[src/hw/rtl/swes_ram.sv]
module swes_ram #(
  parameter int WIDTH = 8,
  parameter int DEPTH = 16
) (
  input  logic                     clk,
  input  logic                     we,
  input  logic [$clog2(DEPTH)-1:0] waddr,
  input  logic [WIDTH-1:0]         wdata,
  input  logic [$clog2(DEPTH)-1:0] raddr,
  output logic [WIDTH-1:0]         rdata
);

  logic [WIDTH-1:0] mem [DEPTH];

  always_ff @(posedge clk) begin
    if (we) begin
      mem[waddr] <= wdata;
    end
    rdata <= mem[raddr];
  end

endmodule

[config.mk]
export PLATFORM = sky130hd
export DESIGN_NAME = swes_ram
export DESIGN_NICKNAME = d
export VERILOG_FILES = /design/src/hw/rtl/swes_ram.sv
export SDC_FILE = /design/constraint.sdc
export NUM_CORES = 1
export LEC_CHECK = 0
export BUFFER_PORTS_ARGS = -buffer_cell sky130_fd_sc_hd__buf_2
export CAP_MARGIN = 40
export CORE_MARGIN = 5
export CORE_UTILIZATION = 55
export CTS_CLUSTER_DIAMETER = 120
export DETAILED_ROUTE_END_ITERATION = 10
export GPL_TIMING_DRIVEN = 0
export HOLD_SLACK_MARGIN = 0.03
export PLACE_DENSITY = 0.73
export REMOVE_ABC_BUFFERS = 1
export SYNTH_ARGS = -nofsm -noshare
export SYNTH_HDL_FRONTEND = slang
export SYNTH_SLANG_ARGS = --single-unit
[constraint.sdc]
create_clock -name clk -period 3 [get_ports clk]
set_input_delay 0 -clock clk [delete_from_list [all_inputs] [get_ports clk]]
set_output_delay 0 -clock clk [all_outputs]
set_load 0.01 [all_outputs]
==> results.md, run 1 <==
* Final WL at 9060 um
* Die width at 107 um
* Gr ovfl total at 0
* CTS Buf Count at 17
* Place WS at 1.10 ns
* Top-area cell type share of the netlist area at 0.747
* Crit path cell chain: dlygate4sd3_1 > buf_2 > nor3_1 > dlygate4sd3_1
* NetSw at 822 uW
* Crit path largest cell delay at 0.70 ns
* Residual DRC count at 0
* Most numerous cell on the critical path: dlygate4sd3_1
* Fill cells at 616
* Worst Path Required at 3.20 ns
* Worst-margin pin slew at 0.879 ns
* Status: complete, no violations
* Cell variety after synth at 19
* CP max FO at 7
* Comb power frac at 0.048
* Synth Area in Simple Gates at 0.0318
* Leak Pwr at 2.04 nW
* Syn Inst Count at 229
* CTS hold repair buffers at 11
* FMAX at 660 MHz
* Core footprint at 0.00920 sq mm
* Max Cap Viol at 0
* Antenna diodes at 0
* Post-Synth Adder-Cell Area at 0
* Worst Slack Setup Final at 1.49 ns
* Post-CTS setup buffer count at 0
* Post-Syn Area per Cell at 22.5 sq um
* Largest family of logic cells by synthesized area: multiplexers
* CP arrival at 1.71 ns
* Critical-path top delay cell: dlygate4sd3_1
* Sequential fraction of design power at 0.520
* Largest cells by area after synthesis: edfxtp_1 75%, mux4_2 7.9%, mux4_1 7.1%, dfxtp_1 3.1%, a22oi_1 2.3%
* Clk buf depth at 2
* Post-route ant nets at 0
* Setup TNS at 0 ns
* CTS root buf: clkbuf_8
* Via density at 5.94
* Detail Placement HPWL at 5740 um
* Worst min-delay path category: in2reg
* Critical path's top delay family: buffers and inverters
* DIE HEIGHT at 107 um
* Layout cells sized above 1 at 0.265
* Int Pwr at 3.29 mW
* Setup CP Type: in2reg
* Switching Share at 0.200
* Cell area after synthesis at 0.00515 sq mm
* Sequential cell area fraction in the yosys report at 0.778
* Port buffer count at 25
* Largest net degree at the start of global routing at 33
* CTS tree: built
* Clk pin slew, worst setup/hold paths at 0.06 ns
* Compound-Gate Fraction of Synth Area at 0.0233
* Yosys Warn Count at 0
* Worst-Skew Late Latency at 0.50 ns
* Num Clock Sinks at 136
* Slew Viols, Final at 0
* Gpl congestion at 0.723
* Critical path buffers and inverters at 3
* Die area at 0.0114 sq mm
* Count of state elements after synthesis at 136
* Routed len/inst at 22.4 um
* Overall global routing resource usage at 0.174
* Mux contribution to synthesized area at 0.150
* CP endpoint kind: flop
* Vias in the first global route at 2487
* Initial Utilization at 0.560
* Max VDD drop at 0.450 mV
* Cell taking the most area after synthesis: edfxtp_1
* Initial antenna violation count at 0
* Ports at 26
* Area grow syn2layout at 16.7%
* First-pass GRT wire length at 14200 um
* Num rows at 35
* RSZ-0062 raised after global routing: no
* Layout Skew at 0.00587 ns
* Level count of the clock H-tree at 4
* Final-stage net count at 300
* Final setup vio count at 0
* Final Hold Viols at 0
* XOR/XNOR Fraction of Synth Area at 0
* # resized after CTS at 0
* DRT iter0 DRCs at 159
* Slew headroom at 0.412
* CP startpoint kind: input pin
* Period utilization at 0.505
* Clock Power Share at 0.431
* First-pass DRT Iterations at 4
* Via Count at 2406
* Tmin final at 1.51 ns
* Power per cell area at 684 mW/mm^2
-- synthesized netlist by cell type --
cell             count
nand3b_1             2
mux4_2              18
buf_4                1
nand2_1              9
edfxtp_1           128
nor3_1               4
and2b_1              1
mux4_1              14
buf_6                3
and2_1               1
nor2b_1              1
dfxtp_1              8
a22oi_1             16
nor2_1              13
nand2b_1             2
or3b_2               1
clkdlybuf4s25_2      3
nand3_1              1
buf_2                3
-- logic make-up (layout without fill, tap and decap cells) --
logic type | after synthesis | count (layout)
compound gates | 16 | 16
buf+inv | 10 | 75
mux | 32 | 32
simple gates | 35 | 35
flops | 136 | 136
-- power by group through the flow --
| stage | combinational (mW) | clock (mW) | sequential [mW] |
|---|---|---|---|
| floorplan | 0.0851 | 0 | 2.18 |
| detailed placement | 0.190 | 0 | 2.18 |
| CTS | 0.202 | 1.80 | 2.14 |
| global route | 0.217 | 1.90 | 2.14 |
| finish | 0.199 | 1.77 | 2.14 |
| global placement | 0.180 | 0 | 2.17 |
-- through the flow --
stage                     instance area [sq um]  hold slack [ns]  utilization  power, mW  instances
final                                      6010           0.0582        0.653       4.11        405
after global routing                       6010           0.0771        0.653       4.25        405
after CTS                                  6000           0.0344        0.652       4.14        404
after detailed placement                   5380            0.398        0.585       2.37        362
after global placement                     5330            0.382        0.579       2.35        355
after floorplan                            5060           0.0989            -       2.26        219
-- flip-flops by register name (all words and copies together), names as in the netlist --
register  count
rdata         8
mem         128
-- path summary, 6_finish.rpt --
path,startpoint,endpoint,slack [ns],cells after the start
setup reg to reg,mem[1][3],rdata[3],1.66,3
hold / removal,waddr[2],mem[13][3],0.06,3
setup / recovery,waddr[1],mem[4][2],1.49,4
hold reg to reg,mem[7][2],rdata[2],0.68,3
-- layer usage --
metal / global-route usage / vias up / share of wire
met1: 0.248 / 1234 / 0.45
li1: - / 1079 / -
met5: 0 / - / 0
met3: 0.0500 / 9 / 0.057
met4: 0.0621 / 0 / 0.0098
met2: 0.259 / 84 / 0.48
-- layout make-up --
class,count,area [sq um],area share
clock buffer,19,422,0.0702
multi-input combinational,83,1060,0.176
sequential,136,4000,0.667
tap,111,139,0.0231
clock inverter,12,86.3,0.0144
timing repair buffer,44,298,0.0496
-- cell usage in the layout (no fill, tap or decap), drive strengths merged --
| master | n |
|---|---|
| a22oi | 16 |
| nand2 | 9 |
| bufinv | 1 |
| nor2b | 1 |
| and2b | 1 |
| or3b | 1 |
| nor2 | 13 |
| clkinv | 9 |
| clkbuf | 19 |
| nand3b | 2 |
| nor3 | 4 |
| buf | 33 |
| dlygate4sd3 | 11 |
| nand2b | 2 |
| edfxtp | 128 |
| nand3 | 1 |
| clkinvlp | 2 |
| dfxtp | 8 |
| mux4 | 32 |
| and2 | 1 |
-- worst min-delay path, cell delays in order --
cell and delay (ns):
buf_2 0.12, nand3_1 0.12, nor2_1 0.13
(Power assumes the default switching activity.)
==> inputs of run 2 (changes only) <==
- clock period: 3 -> 1.4 ns (I/O delays scaled with it)
==> run 2 against run 1 <==
- sequential share of layout area shrank 0.28 points
- critical path depth shrank 1
- flip-flop and latch count is the same
- register-to-register slack lost 1.6 ns
- design area grew 0.42%
- via count grew 1.6%
- utilization grew 0.27 points
- clock skew shrank 0.0011 ns
- sequential power grew 110%
- highest routed layer unchanged
==> results.md, run 2 (synthesis results as in run 1) <==
* Worst-Skew Late Latency at 0.50 ns (about the same)
* Crit path cell chain: mux4_1 > a22oi_1 > nand2_1
* Die area at 0.0114 sq mm (unchanged)
* Die width at 107 um (unchanged)
* Slew Viols, Final at 0 (unchanged)
* Port buffer count at 25 (unchanged)
* Largest net degree at the start of global routing at 33 (unchanged)
* R2R Path End: rdata[3]
* Core footprint at 0.00920 sq mm (unchanged)
* Comb power frac at 0.049 (about the same)
* Worst hold slack at 0.0339 ns (-0.0243 ns)
* Final instance area at 0.00603 sq mm (+0.42%)
* Detail Placement HPWL at 5740 um (unchanged)
* Register-to-register setup slack at 0.03 ns (-1.63 ns)
* Residual DRC count at 0 (unchanged)
* Power per cell area at 1460 mW/mm^2 (+110%)
* Crit path largest cell delay at 0.51 ns (-0.19 ns)
* Layout Skew at 0.00482 ns (-0.00106 ns)
* Area grow syn2layout at 17.2%
* Sequential fraction of design power at 0.520 (about the same)
* Max Cap Viol at 0 (unchanged)
* First-pass GRT wire length at 14200 um (unchanged)
* NetSw at 1.76 mW (+110%)
* DIE HEIGHT at 107 um (unchanged)
* Largest regs: mem x128, rdata x8
* Hold depth at 3 (unchanged)
* Final setup vio count at 0 (unchanged)
* Worst Path Required at 1.78 ns (-1.42 ns)
* R2R depth at 3 (unchanged)
* Post-route ant nets at 0 (unchanged)
* Most flops, register: mem
* Initial Utilization at 0.560 (unchanged)
* Period utilization at 0.976
* Via density at 6.00 (+1.1%)
* Final Hold Viols at 0 (unchanged)
* Worst hold start: waddr[3]
* CP startpoint kind: flop
* Placed cell areas at 0.00538 sq mm (unchanged)
* CTS tree: built
* Worst-margin pin slew at 0.896 ns (+0.0171 ns)
* FMAX at 732 MHz
* Worst min-delay path category: in2reg
* Setup CP Type: reg2reg
* Most frequent cells in the layout: 128 x edfxtp_1, 29 x buf_2, 18 x mux4_2
* Via Count at 2444 (+1.6%)
* Num rows at 35 (unchanged)
* Final Power at 8.80 mW (+110%)
* Gr ovfl total at 0 (unchanged)
* Ports at 26 (unchanged)
* Status: complete, no violations
* Max reg flops at 128 (unchanged)
* Leak Pwr at 2.05 nW (+0.73%)
* Final WL at 9090 um (+0.38%)
* Layout cells sized above 1 at 0.267 (+0.00159)
* Int Pwr at 7.04 mW (+110%)
* Vias in the first global route at 2504 (+0.68%)
* Switching Share at 0.200 (about the same)
* Slew headroom at 0.400 (-0.0114)
* Clock Power Share at 0.431 (about the same)
* Commonest non-fill, non-tap cell in the layout: edfxtp_1
* Tmin final at 1.37 ns
* Overall global routing resource usage at 0.174 (about the same)
* Clk buf depth at 2 (unchanged)
* Max VDD drop at 0.970 mV (+120%)
* Antenna diodes at 0 (unchanged)
* CTS Buf Count at 17 (unchanged)
* Final-stage net count at 302 (+0.67%)
* Num Clock Sinks at 136 (unchanged)
* First-pass DRT Iterations at 4 (unchanged)
* RSZ-0062 raised after global routing: no
* DRT iter0 DRCs at 114 (-28%)
* Core Util, Final at 0.656 (+0.00272)
* Critical-path top delay cell: mux4_1
* Worst hold path endpoint: mem[0][3]
* Post-CTS setup buffer count at 0 (unchanged)
* Initial antenna violation count at 0 (unchanged)
* Routed len/inst at 22.3 um (-0.12%)
* CP endpoint kind: flop
* Gpl congestion at 0.723 (unchanged)
* Critical path's top delay family: multiplexers
* CP max FO at 1 (-6)
* CP arrival at 1.75 ns (+0.04 ns)
* Clk pin slew, worst setup/hold paths at 0.06 ns (about the same)
* Crit path launch: mem[1][3]
* Level count of the clock H-tree at 4 (unchanged)
* RR Startpoint: mem[1][3]
* Critical path buffers and inverters at 0 (-3)
* CTS root buf: clkbuf_8
-- run 2: cell type report --
class | count | area (sq um)
Sequential cell | 136 | 4000
Fill cell | 617 | 3170
Multi-Input combinational cell | 83 | 1060
Clock buffer | 19 | 422
Timing Repair Buffer | 46 | 318
Tap cell | 111 | 139
Clock inverter | 12 | 86.3
-- run 2: power by group through the flow --
stage	sequential [mW]	clock, mW	combinational, mW
final	4.58	3.79	0.429
after floorplan	4.67	0	0.182
after CTS	4.58	3.85	0.430
after detailed placement	4.66	0	0.407
after global placement	4.66	0	0.387
after global routing	4.59	4.06	0.467
-- run 2: what timing repair did --
item | in CTS | in global routing
setup endpoints to repair | 0 | 4
hold buffers | 11 | 2
resized for setup | 0 | 1
hold endpoints to repair | 142 | 4
-- run 2: worst max-delay path by stage --
stage | depth (start not counted) | slack (ns) | to
final | 3 | 0.03 | rdata[3]
after global routing | 3 | 0.001 | rdata[1]
after CTS | 4 | 0.03 | mem[0][4]
after detailed placement | 4 | -0.50 | mem[0][4]
after global placement | 3 | -0.74 | mem[0][4]
after floorplan | 2 | -0.09 | mem[0][0]
-- run 2: routing by layer --
metal / global-route usage / vias to the layer above / share of wire
met5: 0 / - / 0
met4: 0.0621 / 0 / 0.013
met3: 0.0500 / 12 / 0.061
met2: 0.258 / 87 / 0.48
met1: 0.250 / 1260 / 0.44
li1: - / 1085 / -
-- run 2: stage by stage --
| step | TNS, ns | worst slack (ns) | cells |
|---|---|---|---|
| finish | 0 | 0.0330 | 407 |
| global placement | -26.43 | -0.741 | 355 |
| floorplan | -0.743 | -0.0929 | 219 |
| detailed placement | -12.37 | -0.496 | 362 |
| CTS | 0 | 0.0332 | 404 |
| global route | 0 | 0.00103 | 407 |
-- run 2: worst register-to-register path, stage by stage (launching register included) --
cell	delay, ns
edfxtp_1	0.36
mux4_1	0.51
a22oi_1	0.26
nand2_1	0.11
==> inputs of run 3 (changes only) <==
- CORE_UTILIZATION: 55 -> 32
- PLACE_DENSITY: 0.73 -> not set
==> run 3 against run 2 <==
- die area is 64% higher
- clock skew grew 0.0024 ns
- largest power group is now the clock network
- global-route usage is 5.9 points lower
- worst hold slack better by 0.063 ns
- setup slack better by 0.0046 ns
==> results.md, run 3 (synthesis results as in run 1) <==
* Leak Pwr at 2.12 nW (+3.3%)
* Gr ovfl total at 0 (unchanged)
* Placed cell areas at 0.00558 sq mm (+3.7%)
* Clock Power Share at 0.489 (+0.058)
* RSZ-0062 raised after global routing: no
* Post-route ant nets at 0 (unchanged)
* First-pass DRT Iterations at 4 (unchanged)
* Sequential fraction of design power at 0.465 (-0.055)
* CP arrival at 1.65 ns (-0.10 ns)
* Final-stage net count at 304 (+0.66%)
* Via Count at 2425 (-0.78%)
* DIE HEIGHT at 137 um (+28%)
* Slew Viols, Final at 0 (unchanged)
* Most frequent cells in the layout: 128 x edfxtp_1, 26 x buf_2, 18 x mux4_2
* Largest regs: mem x128, rdata x8
* Core footprint at 0.0158 sq mm (+72%)
* Vias in the first global route at 2481 (-0.92%)
* Antenna diodes at 0 (unchanged)
* Most flops, register: mem
* Routed len/inst at 19.3 um (-14%)
* DRT iter0 DRCs at 258 (+130%)
* Layout Skew at 0.00718 ns (+0.00236 ns)
* NetSw at 1.87 mW (+6.4%)
* Status: complete, no violations
* First-pass GRT wire length at 15200 um (+6.7%)
* Worst min-delay path category: in2reg
* Filler-free cell count of the finished design at 515 (+27%)
* Fill cells at 1375 (+120%)
* Ports at 26 (unchanged)
* CTS Buf Count at 17 (unchanged)
* Max reg flops at 128 (unchanged)
* Overall global routing resource usage at 0.115 (-0.0593)
* CP max FO at 1 (unchanged)
* R2R depth at 3 (unchanged)
* Worst-margin pin slew at 0.869 ns (-0.0272 ns)
* Largest net degree at the start of global routing at 33 (unchanged)
* Via density at 4.71 (-22%)
* Place WS at -0.396 ns (+0.0992 ns)
* Setup TNS at 0 ns (unchanged)
* CP endpoint kind: flop
* Worst-Skew Late Latency at 0.41 ns (-0.09 ns)
* Slew headroom at 0.417 (+0.0172)
* Hold depth at 2 (-1)
* Int Pwr at 7.95 mW (+13%)
* Setup CP Type: reg2reg
* CTS root buf: clkbuf_16
* Num Clock Sinks at 136 (unchanged)
* Die area at 0.0187 sq mm (+64%)
* Port buffer count at 25 (unchanged)
* Comb power frac at 0.046 (-0.003)
* Clk pin slew, worst setup/hold paths at 0.06 ns (about the same)
* Initial antenna violation count at 1 (+1)
* Die width at 137 um (+28%)
* Switching Share at 0.191 (-0.00944)
* Final WL at 9940 um (+9.3%)
* Commonest non-fill, non-tap cell in the layout: edfxtp_1
* Final Hold Viols at 0 (unchanged)
* Area grow syn2layout at 23.4%
* CTS tree: built
* Crit path cell chain: mux4_1 > a22oi_2 > nand2_1
* Critical-path top delay cell: mux4_1
* CP startpoint kind: flop
* Residual DRC count at 0 (unchanged)
* Met2 Use GR at 0.163 (-0.0942)
* Worst Path Required at 1.69 ns (-0.09 ns)
* Num rows at 46 (+31%)
* FMAX at 734 MHz (+0.34%)
* Initial Utilization at 0.325 (-0.235)
* Max Cap Viol at 0 (unchanged)
* Power per cell area at 1550 mW/mm^2 (+6.0%)
* Final setup vio count at 0 (unchanged)
* Gpl congestion at 0.716 (-1.0%)
* Met3 usage at 0.0438 (-0.00622)
* Dpl cells at 473 (+31%)
* Tmin final at 1.36 ns (-0.00463 ns)
* Core Util, Final at 0.401 (-0.255)
* Clk buf depth at 2 (unchanged)
* Gr busiest metal: met2
* Max VDD drop at 0.821 mV (-15%)
* Detail Placement HPWL at 6390 um (+11%)
* Level count of the clock H-tree at 4 (unchanged)
* Final instance area at 0.00635 sq mm (+5.3%)
* Period utilization at 0.973 (-0.00330)
* Crit path largest cell delay at 0.56 ns (+0.05 ns)
* Worst hold slack at 0.0972 ns (+0.0633 ns)
* Layout cells sized above 1 at 0.318 (+0.0508)
* Met1 Usage GRT at 0.163 (-0.0867)
* Final Power at 9.83 mW (+12%)
* Worst Slack Setup Final at 0.0377 ns (+0.00463 ns)
[run 3: final timing paths]
path                            startpoint   endpoint  slack, ns
worst max-delay path             mem[5][1]   rdata[1]       0.04
worst min-delay path              waddr[0]  mem[0][5]        0.1
worst max register to register   mem[5][1]   rdata[1]       0.04
worst min register to register  mem[12][5]   rdata[5]       0.66
[run 3: critical path, delay by kind of cell (launching register included)]
kind            cells  cell delay [ns]
flops               1             0.35
mux                 1             0.56
compound gates      1             0.23
simple gates        1             0.10
[run 3: layout make-up]
| cell class | count | area, sq um | area share |
|---|---|---|---|
| well taps | 216 | 270 | 0.0426 |
| flip-flops and latches | 136 | 4000 | 0.630 |
| repair buffers | 48 | 333 | 0.0524 |
| multi-input cells | 83 | 1100 | 0.173 |
| clock inverters | 12 | 200 | 0.0315 |
| clock buffers | 20 | 447 | 0.0703 |
[run 3: power groups by stage]
stage                     Clock (mW)  Sequential [mW]  Combinational [mW]
after global routing            5.08             4.58               0.494
final                           4.80             4.57               0.454
after detailed placement           0             4.66               0.431
after floorplan                    0             4.67               0.182
after global placement             0             4.65               0.403
after CTS                       4.89             4.57               0.459
[run 3: per-layer routing]
layer	part of all wire	up-vias	wire (um)
li1	-	1091	-
met1	0.45	1242	4470
met2	0.46	77	4530
met3	0.083	13	824
met4	0.010	2	104
met5	0.00070	-	7
[run 3: what timing repair did]
action | 4_1_cts | 5_1_grt
resized for setup | 2 | 3
buffers inserted | 0 | 0
hold buffers | 10 | 0
pin swaps | 0 | 3
endpoints found under the setup margin | 2 | 5
endpoints found under the hold margin | 129 | 0
